===== src/hdl/cbd_pkg.sv =====
// Shared types, constants and field layout for the circular byte deque.
package cbd_pkg;

  localparam int unsigned DEPTH  = 16;
  localparam int unsigned IDX_W  = $clog2(DEPTH);
  localparam int unsigned BYTE_W = 8;
  localparam int unsigned IN_W   = 16;
  localparam int unsigned OUT_W  = 16;

  localparam logic [IDX_W-1:0] IDX_LAST = IDX_W'(DEPTH - 1);

  typedef enum logic [1:0] {
    MODE_PUSH_BACK  = 2'd0,
    MODE_POP_FRONT  = 2'd1,
    MODE_PUSH_FRONT = 2'd2,
    MODE_POP_BACK   = 2'd3
  } mode_e;

  typedef enum logic [1:0] {
    STATUS_OK    = 2'd0,
    STATUS_FULL  = 2'd1,
    STATUS_EMPTY = 2'd2
  } status_e;

  typedef enum logic [1:0] {
    ST_IDLE,
    ST_READ,
    ST_OUT
  } state_e;

  typedef struct packed {
    logic exec;
    logic capture;
  } cmd_t;

  typedef struct packed {
    logic pop_hit;
  } sts_t;

endpackage


===== src/hdl/circular_byte_deque.sv =====
// Top level of the circular byte deque.
//
// One request enters on the s_axis channel: tdata holds the operation
// (push back, pop front, push front, pop back) and a byte. Exactly one
// result leaves on the m_axis channel: the popped byte (zero on pushes
// and errors), a status (ok, full on push, empty on pop) and an empty
// flag for the deque after the request. The deque holds DEPTH-1 bytes.
//
// Requests are handled one at a time. A push or a failed pop presents
// its result in the cycle after acceptance; a successful pop passes
// through the read state first, as the slot store's read port is
// registered. The next request is taken the cycle after the result is
// taken.
//
// Reset puts both indices at the last slot, so the deque starts empty;
// the slot store itself is not cleared. While m_axis_tready is low the
// result is held and s_axis_tready stays low.
module circular_byte_deque
  import cbd_pkg::*;
(
  input  logic             clk_i,
  input  logic             rst_ni,
  input  logic             s_axis_tvalid,
  output logic             s_axis_tready,
  input  logic [IN_W-1:0]  s_axis_tdata,   // mode[1:0], data_in[9:2]
  output logic             m_axis_tvalid,
  input  logic             m_axis_tready,
  output logic [OUT_W-1:0] m_axis_tdata    // read_data[7:0], status[9:8], is_empty[10]
);

  cmd_t cmd;
  sts_t sts;

  cbd_ctrl u_ctrl (
    .clk_i      (clk_i),
    .rst_ni     (rst_ni),
    .in_valid_i (s_axis_tvalid),
    .in_ready_o (s_axis_tready),
    .out_valid_o(m_axis_tvalid),
    .out_ready_i(m_axis_tready),
    .sts_i      (sts),
    .cmd_o      (cmd)
  );

  cbd_dp u_dp (
    .clk_i     (clk_i),
    .rst_ni    (rst_ni),
    .in_data_i (s_axis_tdata),
    .cmd_i     (cmd),
    .sts_o     (sts),
    .out_data_o(m_axis_tdata)
  );

endmodule


===== src/hdl/cbd_ram.sv =====
// Generic single-write, single-read RAM with registered read data.
module cbd_ram #(
  parameter int unsigned WIDTH = 8,
  parameter int unsigned DEPTH = 16,
  localparam int unsigned AW   = $clog2(DEPTH)
) (
  input  logic             clk_i,
  input  logic             we_i,
  input  logic [AW-1:0]    waddr_i,
  input  logic [WIDTH-1:0] wdata_i,
  input  logic             re_i,
  input  logic [AW-1:0]    raddr_i,
  output logic [WIDTH-1:0] rdata_o
);

  logic [WIDTH-1:0] mem_q [DEPTH];
  logic [WIDTH-1:0] rdata_q;

  always_ff @(posedge clk_i) begin
    if (we_i) begin
      mem_q[waddr_i] <= wdata_i;
    end
    if (re_i) begin
      rdata_q <= mem_q[raddr_i];
    end
  end

  assign rdata_o = rdata_q;

endmodule


===== src/hdl/cbd_ctrl.sv =====
// Request sequencer for the circular byte deque.
module cbd_ctrl
  import cbd_pkg::*;
(
  input  logic clk_i,
  input  logic rst_ni,
  input  logic in_valid_i,
  output logic in_ready_o,
  output logic out_valid_o,
  input  logic out_ready_i,
  input  sts_t sts_i,
  output cmd_t cmd_o
);

  state_e state_q, state_d;

  always_ff @(posedge clk_i or negedge rst_ni) begin
    if (!rst_ni) begin
      state_q <= ST_IDLE;
    end else begin
      state_q <= state_d;
    end
  end

  always_comb begin
    state_d     = state_q;
    in_ready_o  = 1'b0;
    out_valid_o = 1'b0;
    cmd_o       = '0;
    unique case (state_q)
      ST_IDLE: begin
        in_ready_o = 1'b1;
        if (in_valid_i) begin
          cmd_o.exec = 1'b1;
          state_d    = sts_i.pop_hit ? ST_READ : ST_OUT;
        end
      end
      ST_READ: begin
        cmd_o.capture = 1'b1;
        state_d       = ST_OUT;
      end
      ST_OUT: begin
        out_valid_o = 1'b1;
        if (out_ready_i) begin
          state_d = ST_IDLE;
        end
      end
      default: begin
        state_d = ST_IDLE;
      end
    endcase
  end

  a_one_in_flight: assert property (@(posedge clk_i) disable iff (!rst_ni)
    (in_valid_i && in_ready_o) |=> !in_ready_o)
    else $error("request accepted while another is in flight");

  a_read_then_out: assert property (@(posedge clk_i) disable iff (!rst_ni)
    cmd_o.capture |=> out_valid_o)
    else $error("captured read not presented");

  a_pop_reads: assert property (@(posedge clk_i) disable iff (!rst_ni)
    (cmd_o.exec && sts_i.pop_hit) |=> cmd_o.capture)
    else $error("pop without read capture");

endmodule


===== src/hdl/cbd_dp.sv =====
// Index registers, slot store and result register of the circular byte deque.
module cbd_dp
  import cbd_pkg::*;
(
  input  logic            clk_i,
  input  logic            rst_ni,
  input  logic [IN_W-1:0] in_data_i,
  input  cmd_t            cmd_i,
  output sts_t            sts_o,
  output logic [OUT_W-1:0] out_data_o
);

  function automatic logic [IDX_W-1:0] next_idx(input logic [IDX_W-1:0] i);
    return (i == IDX_LAST) ? '0 : i + IDX_W'(1);
  endfunction

  function automatic logic [IDX_W-1:0] prev_idx(input logic [IDX_W-1:0] i);
    return (i == '0) ? IDX_LAST : i - IDX_W'(1);
  endfunction

  logic [IDX_W-1:0]  front_q, front_d, back_q, back_d;
  logic [BYTE_W-1:0] read_q;
  status_e           status_q, status_d;
  logic              empty_q;

  mode_e             mode;
  logic [BYTE_W-1:0] din;
  logic              is_empty, full, pop_hit;
  logic              we, re;
  logic [IDX_W-1:0]  waddr, raddr;
  logic [BYTE_W-1:0] rdata;

  assign mode     = mode_e'(in_data_i[1:0]);
  assign din      = in_data_i[2 +: BYTE_W];
  assign is_empty = (front_q == back_q);

  always_comb begin
    front_d  = front_q;
    back_d   = back_q;
    status_d = STATUS_OK;
    full     = 1'b0;
    pop_hit  = 1'b0;
    we       = 1'b0;
    re       = 1'b0;
    waddr    = back_q;
    raddr    = back_q;
    unique case (mode)
      MODE_PUSH_BACK: begin
        full  = (next_idx(back_q) == front_q);
        waddr = next_idx(back_q);
        if (full) begin
          status_d = STATUS_FULL;
        end else begin
          we     = cmd_i.exec;
          back_d = next_idx(back_q);
        end
      end
      MODE_POP_FRONT: begin
        raddr = next_idx(front_q);
        if (is_empty) begin
          status_d = STATUS_EMPTY;
        end else begin
          pop_hit = 1'b1;
          re      = cmd_i.exec;
          front_d = next_idx(front_q);
        end
      end
      MODE_PUSH_FRONT: begin
        full  = (prev_idx(front_q) == back_q);
        waddr = front_q;
        if (full) begin
          status_d = STATUS_FULL;
        end else begin
          we      = cmd_i.exec;
          front_d = prev_idx(front_q);
        end
      end
      MODE_POP_BACK: begin
        raddr = back_q;
        if (is_empty) begin
          status_d = STATUS_EMPTY;
        end else begin
          pop_hit = 1'b1;
          re      = cmd_i.exec;
          back_d  = prev_idx(back_q);
        end
      end
      default: begin
        status_d = STATUS_OK;
      end
    endcase
  end

  assign sts_o.pop_hit = pop_hit;

  cbd_ram #(
    .WIDTH(BYTE_W),
    .DEPTH(DEPTH)
  ) u_store (
    .clk_i  (clk_i),
    .we_i   (we),
    .waddr_i(waddr),
    .wdata_i(din),
    .re_i   (re),
    .raddr_i(raddr),
    .rdata_o(rdata)
  );

  always_ff @(posedge clk_i or negedge rst_ni) begin
    if (!rst_ni) begin
      front_q <= IDX_LAST;
      back_q  <= IDX_LAST;
    end else if (cmd_i.exec) begin
      front_q <= front_d;
      back_q  <= back_d;
    end
  end

  always_ff @(posedge clk_i) begin
    if (cmd_i.exec) begin
      read_q   <= '0;
      status_q <= status_d;
      empty_q  <= (front_d == back_d);
    end else if (cmd_i.capture) begin
      read_q <= rdata;
    end
  end

  assign out_data_o = {5'd0, empty_q, status_q, read_q};

  a_error_holds: assert property (@(posedge clk_i) disable iff (!rst_ni)
    (cmd_i.exec && (status_d != STATUS_OK)) |=> ($stable(front_q) && $stable(back_q)))
    else $error("failed request moved an index");

  a_empty_flag: assert property (@(posedge clk_i) disable iff (!rst_ni)
    cmd_i.exec |=> (empty_q == (front_q == back_q)))
    else $error("empty flag disagrees with indices");

  a_port_excl: assert property (@(posedge clk_i) disable iff (!rst_ni)
    !(we && re))
    else $error("store written and read by one request");

endmodule

===== config.mk =====
export PLATFORM = sky130hd
export DESIGN_NAME = circular_byte_deque
export DESIGN_NICKNAME = d
export VERILOG_FILES = /design/src/hdl/cbd_pkg.sv /design/src/hdl/circular_byte_deque.sv /design/src/hdl/cbd_ram.sv /design/src/hdl/cbd_ctrl.sv /design/src/hdl/cbd_dp.sv
export SDC_FILE = /design/constraint.sdc
export NUM_CORES = 1
export LEC_CHECK = 0
export BUFFER_PORTS_ARGS = -buffer_cell sky130_fd_sc_hd__buf_4
export CORE_MARGIN = 2
export CORE_UTILIZATION = 60
export DETAILED_ROUTE_END_ITERATION = 10
export PLACE_DENSITY_LB_ADDON = 0.12
export REMOVE_ABC_BUFFERS = 1
export SYNTH_ARGS = -nofsm -noshare
export SYNTH_HDL_FRONTEND = slang
export SYNTH_SLANG_ARGS = --single-unit

===== constraint.sdc =====
create_clock -name clk_i -period 6.41 [get_ports clk_i]
set_clock_uncertainty 0.2 [all_clocks]
set_input_delay 1.282 -clock clk_i [delete_from_list [all_inputs] [get_ports clk_i]]
set_output_delay 1.282 -clock clk_i [all_outputs]
set_load 0.005 [all_outputs]

==> metrics, run 1 <==
status=finished clean; maximum vdd drop=0.348 mV; number of I/O pins=38; num rows=39; Wirelength per Cell=between 20 and 25 um; NumNets Final=~500; PwrDens=440 mW/mm^2; Avg Inst Size Synth=15.6 um^2; WP data required=between 6 and 7 ns; Tot GR Track Use=0.234; final core utilization=0.694; type of the tightest min-delay check=flop to flop; CTS Root Cell=clkbuf_16; number of synthesized flops with an enable pin=roughly 140; Seq cells post-synth=~160; vias per cell=6.29; FF-to-FF path depth=10; CTS buffer count=17; CP max FO=22; number of hold buffers added after cts=0; Cell variety after synth=56; antenna diode count=0; core area=0.0114 mm^2; GRT overflow=0; fill cell total of the finished layout=around 730; worst hold endpoint=u_dp.read_q[7]$_SDFFE_PP0P_; Initial Util=0.616; hpwl dp=~9.1 mm; most common cell after layout, fill and taps aside=edfxtp_1; Initial DRT Pass Iterations=5; crit start category=primary input; vias in the first global route=a little over 4,000; most frequent cells in the layout=edfxtp_1, nor2_1, mux4_2, nand2_1, buf_4; Resize count post-CTS=0; largest net degree at the start of global routing=32; critical register-to-register path endpoint=u_dp.u_store.mem_q[0][2]$_DFFE_PP_; Clock Latency Late Sink=approximately 0.42 ns; Worst-path clk slew=around 0.060 ns; crit path time final=between 4 and 5 ns; P&R area growth vs syn=12.7%; IO Port Bufs=26; asr flop ratio synth=0.0637; pre-CTS WS=approximately 1.8 ns; DR iter-0 viols=roughly 330; initial antenna violation count=0; crit path capture type=flop; fin. max-slew vios=0; Hold Crit Start=u_dp.u_store.rdata_o[7]$_DFFE_PP_; setup violators final=0; die extent in x=about 110 um; Die Ht=112 um; Leak=between 2 and 3 nW; WHS Path Cells=1; gp weighted congestion=a little over 0.9; WS Path Type=primary input to flop; Peak Freq=240 MHz; Min Hold Slack=between 0.2 and 0.3 ns; TritonCTS clock tree=yes; max cap viols=0; total vias in the final route=between 3,000 and 4,000; RSZ-0062 raised after global routing=false; YS warnings=0; worst r2r src=u_dp.front_q[0]$_DFFE_PN1P_; Worst Tran Pin Value=around 1.2 ns; cell area after synthesis=roughly 0.007 mm^2; WP data arrival=approximately 4.1 ns; WL final=between 10 and 15 mm; Setup Buffers After CTS=0; first-pass GRT wire length=about 22 mm; maximum root-to-sink buffer count=2; register area=between 0.004 and 0.005 mm^2; setup TNS=0 ns; Antenna Nets Post-Route=0; clock tree sinks=157; Hold Violations, Final=0; die area=0.0126 mm^2; sequential share of the synthesized area=0.653; DRC Markers=0; Mapped Cells=between 400 and 500; ys flop type=edfxtp_1; Slew headroom=0.183; multi-input logic area=0.00226 mm^2; H-Tree Depth=4; R2R Setup Slk=between 2 and 3 ns; final worst-path cycle share=0.650; layout cells sized above 1=0.247; PnR worst setup slack=approximately 2.2 ns
## per-stage QoR
| step | instance area [um^2] | std cells | power (mW) |
|---|---|---|---|
| 2_1_floorplan | 6880 | 425 | 2.14 |
| 3_3_place_gp | 7310 | 597 | 2.44 |
| 3_5_place_dp | 7310 | 597 | 2.46 |
| 4_1_cts | 7920 | 628 | 3.50 |
| 5_1_grt | 7920 | 628 | 3.66 |
| 6_report | 7920 | 628 | 3.49 |
## registers in the layout (all words and copies together), names as in the netlist
name / flops
u_ctrl.state_q: 2
u_dp.back_q: 4
u_dp.empty_q: 1
u_dp.front_q: 4
u_dp.read_q: 8
u_dp.status_q: 2
u_dp.u_store.mem_q: 128
u_dp.u_store.rdata_o: 8
## kinds of logic after synthesis
group	after synthesis	synth area share
buffers and inverters	45	0.0318
and+or+nand+nor	90	0.0587
DFF	157	0.653
AOI/OAI and AO/OA	82	0.0845
muxes	52	0.133
other	1	0.000533
xor gates and xnor gates	16	0.0242
adders and majority gates	8	0.0142
## per-layer routing
| metal | wire, um | global-route usage | part of all wire |
|---|---|---|---|
| met5 | 0 | 0 | 0 |
| met1 | 5740 | 0.327 | 0.42 |
| met4 | 280 | 0.0854 | 0.020 |
| met3 | 948 | 0.0551 | 0.069 |
| met2 | 6710 | 0.369 | 0.49 |
## where the power goes
part | leakage, nW | internal, mW | total (mW) | switching (mW)
combinational | 0.978 | 0.515 | 1.10 | 0.583
sequential | 1.43 | 1.23 | 1.35 | 0.115
clock | 0.297 | 0.650 | 1.04 | 0.394
total | 2.70 | 2.40 | 3.49 | 1.09
## critical path, cell delays in order
cell     delay (ns)
buf_4          0.12
inv_1          0.07
ha_1           0.46
mux2i_4        0.95
buf_4          0.36
mux4_2         0.31
mux2_2         0.27
nand2_1        0.06
o21ai_0        0.16
## cells in the mapped netlist (all sizes together), types with 10 or more instances
master  instances  area, um^2
buf            20         130
clkbuf         10        37.5
edfxtp        139        4170
inv            15        56.3
mux2           10         113
mux2i          10         100
mux4           32         721
nand2          33         134
nand3          10        55.1
nor2           32         120
o21ai          27         135
xnor2          13         114
## how the worst max path moves through the flow
stage                          startpoint                           endpoint  slack [ns]  cells past startpoint
after floorplan           s_axis_tdata[1]  u_dp.u_store.rdata_o[0]$_DFFE_PP_        0.29                      7
after global placement    s_axis_tdata[1]  u_dp.u_store.rdata_o[5]$_DFFE_PP_        1.84                      9
after detailed placement  s_axis_tdata[1]  u_dp.u_store.rdata_o[3]$_DFFE_PP_        1.83                      9
after CTS                 s_axis_tdata[1]  u_dp.u_store.rdata_o[3]$_DFFE_PP_        2.28                      9
after global routing      s_axis_tdata[1]  u_dp.u_store.rdata_o[2]$_DFFE_PP_        2.09                      9
final                     s_axis_tdata[1]  u_dp.u_store.rdata_o[2]$_DFFE_PP_        2.24                      9
## layout make-up
class,count,share of cell area
clock buffers,17,0.0537
clock inverters,14,0.0243
inverters,15,0.00711
multi-input cells,253,0.285
flip-flops and latches,157,0.580
well taps,143,0.0226
repair buffers,29,0.0275
Power figures use the tool's default switching activity.
==> run 2, diff against run 1 <==
- clock period: 6.41 -> 4.2 ns (I/O delays scaled with it)
==> run 2 against run 1 <==
  * Design area grew 1.6%
  * Combinational power rose by 57%
  * Die area stayed put
  * Non-clock buffer count is 19 higher
  * Routed wire length grew 1.5%
  * Clock-buffer cell count unchanged
  * Sequential share of layout area down 0.92 points
==> metrics, run 2 (synthesis results as in run 1) <==
die extent in x=112 um; Setup Buffers After CTS=0; gp weighted congestion=around 0.93; CTS buffer count=17; dpl cells=around 620; Worst-path clk slew=about 0.06 ns; largest net degree at the start of global routing=33; total vias in the final route=slightly above 4,000; final worst-path cycle share=0.868; DRC Markers=0; Layout Cells excl Fill=between 600 and 700; crit path capture type=flop; Hold Violations, Final=0; Peak Freq=274 MHz; GRT overflow=0; crit start category=flop; Clock Latency Late Sink=0.42 ns; WP data required=roughly 4 ns; worst r2r src=u_dp.front_q[0]$_DFFE_PN1P_; RSZ-0062 raised after global routing=false; vias in the first global route=3,945; pre-CTS WS=approximately 0.63 ns; crit path time final=approximately 3.6 ns; maximum vdd drop=0.703 mV; WP data arrival=roughly 3.6 ns; initial antenna violation count=0; Antenna Nets Post-Route=0; CP max FO=14; Slew headroom=0.580; antenna diode count=0; setup violators final=0; PwrDens=652 mW/mm^2; DR iter-0 viols=353; P&R area growth vs syn=14.5%; die area=around 0.013 mm^2; most frequent cells in the layout=edfxtp_1, buf_4, nor2_1, mux4_2, nand2_1; most common cell after layout, fill and taps aside=edfxtp_1; Tot GR Track Use=0.235; Wirelength per Cell=between 20 and 25 um; NumNets Final=520; fin. max-slew vios=0; Resize count post-CTS=0; maximum root-to-sink buffer count=2; WS Path Type=flop to flop; status=finished clean; Worst Tran Pin Value=0.628 ns; crit path from=u_dp.front_q[0]$_DFFE_PN1P_; Leak=around 2.8 nW; type of the tightest min-delay check=primary input to async pin; max cap viols=0; first-pass GRT wire length=between 20 and 25 mm; setup TNS=0 ns; number of I/O pins=38; layout cells sized above 1=0.277; H-Tree Depth=4; vias per cell=approximately 6.2; core area=between 0.01 and 0.015 mm^2; Initial DRT Pass Iterations=5; hpwl dp=roughly 9 mm; CTS Root Cell=clkbuf_16; Largest register FFs=128; fill cell total of the finished layout=between 700 and 800; num rows=39; number of hold buffers added after cts=0; clock tree sinks=between 150 and 200; WL final=roughly 14 mm; Die Ht=112 um; Min Hold Slack=0.0460 ns; PnR worst setup slack=between 0.5 and 0.6 ns; Top reg by flops=u_dp.u_store.mem_q; TritonCTS clock tree=yes; IO Port Bufs=26; Initial Util=0.616
==> run 2: final timing paths <==
check	end	slack, ns	depth (start not counted)
setup / recovery	u_dp.u_store.mem_q[13][6]$_DFFE_PP_	0.56	11
hold / removal	u_ctrl.state_q[1]$_DFFE_PN0P_	0.05	1
max in group asynchronous	u_dp.front_q[2]$_DFFE_PN1P_	3.54	1
setup reg to reg	u_dp.u_store.mem_q[13][6]$_DFFE_PP_	0.56	11
min in group clk_i	u_dp.read_q[3]$_SDFFE_PP0P_	0.27	1
hold reg to reg	u_dp.read_q[3]$_SDFFE_PP0P_	0.27	1
==> run 2: area by class of cell <==
class | instances | area [um^2] | share of cell area
flip-flops and latches | 157 | 4590 | 0.571
multi-input cells | 253 | 2260 | 0.280
clock buffers | 17 | 425 | 0.0528
repair buffers | 48 | 385 | 0.0479
well taps | 143 | 179 | 0.0222
clock inverters | 15 | 153 | 0.0190
inverters | 15 | 56.3 | 0.00699
==> run 2: power by group <==
group	internal, mW	switching, mW	leakage (nW)	total (mW)
clock	0.836	0.634	0.279	1.47
sequential	1.88	0.173	1.43	2.05
combinational	0.829	0.901	1.09	1.73
total	3.54	1.71	2.80	5.25
==> run 2: stage by stage <==
step | power (mW) | cell area (um^2) | utilization
final | 5.25 | 8050 | 0.705
after global routing | 5.52 | 8050 | 0.705
after CTS | 5.29 | 8050 | 0.705
after detailed placement | 3.81 | 7470 | 0.655
after global placement | 3.78 | 7470 | 0.655
after floorplan | 3.27 | 6880 | -
==> run 2: layer usage <==
| metal | share of wire | vias up | routed length [um] | track usage |
|---|---|---|---|---|
| met3 | 0.080 | 9 | 1110 | 0.0540 |
| met5 | 0 | - | 0 | 0 |
| met2 | 0.50 | 158 | 6930 | 0.385 |
| li1 | - | 1841 | - | - |
| met1 | 0.41 | 2017 | 5740 | 0.325 |
| met4 | 0.0075 | 0 | 104 | 0.0593 |
==> run 2: worst max-delay path, stage by stage, from the launching register on <==
cell and delay (ns):
dfstp_2 0.72, inv_1 0.18, ha_1 0.29, o21bai_1 0.18
a31oi_2 0.24, xnor2_1 0.18, nand2_2 0.13, a22oi_1 0.08
nor2_1 0.26, nand3_1 0.20, nor2_1 0.43, buf_4 0.25
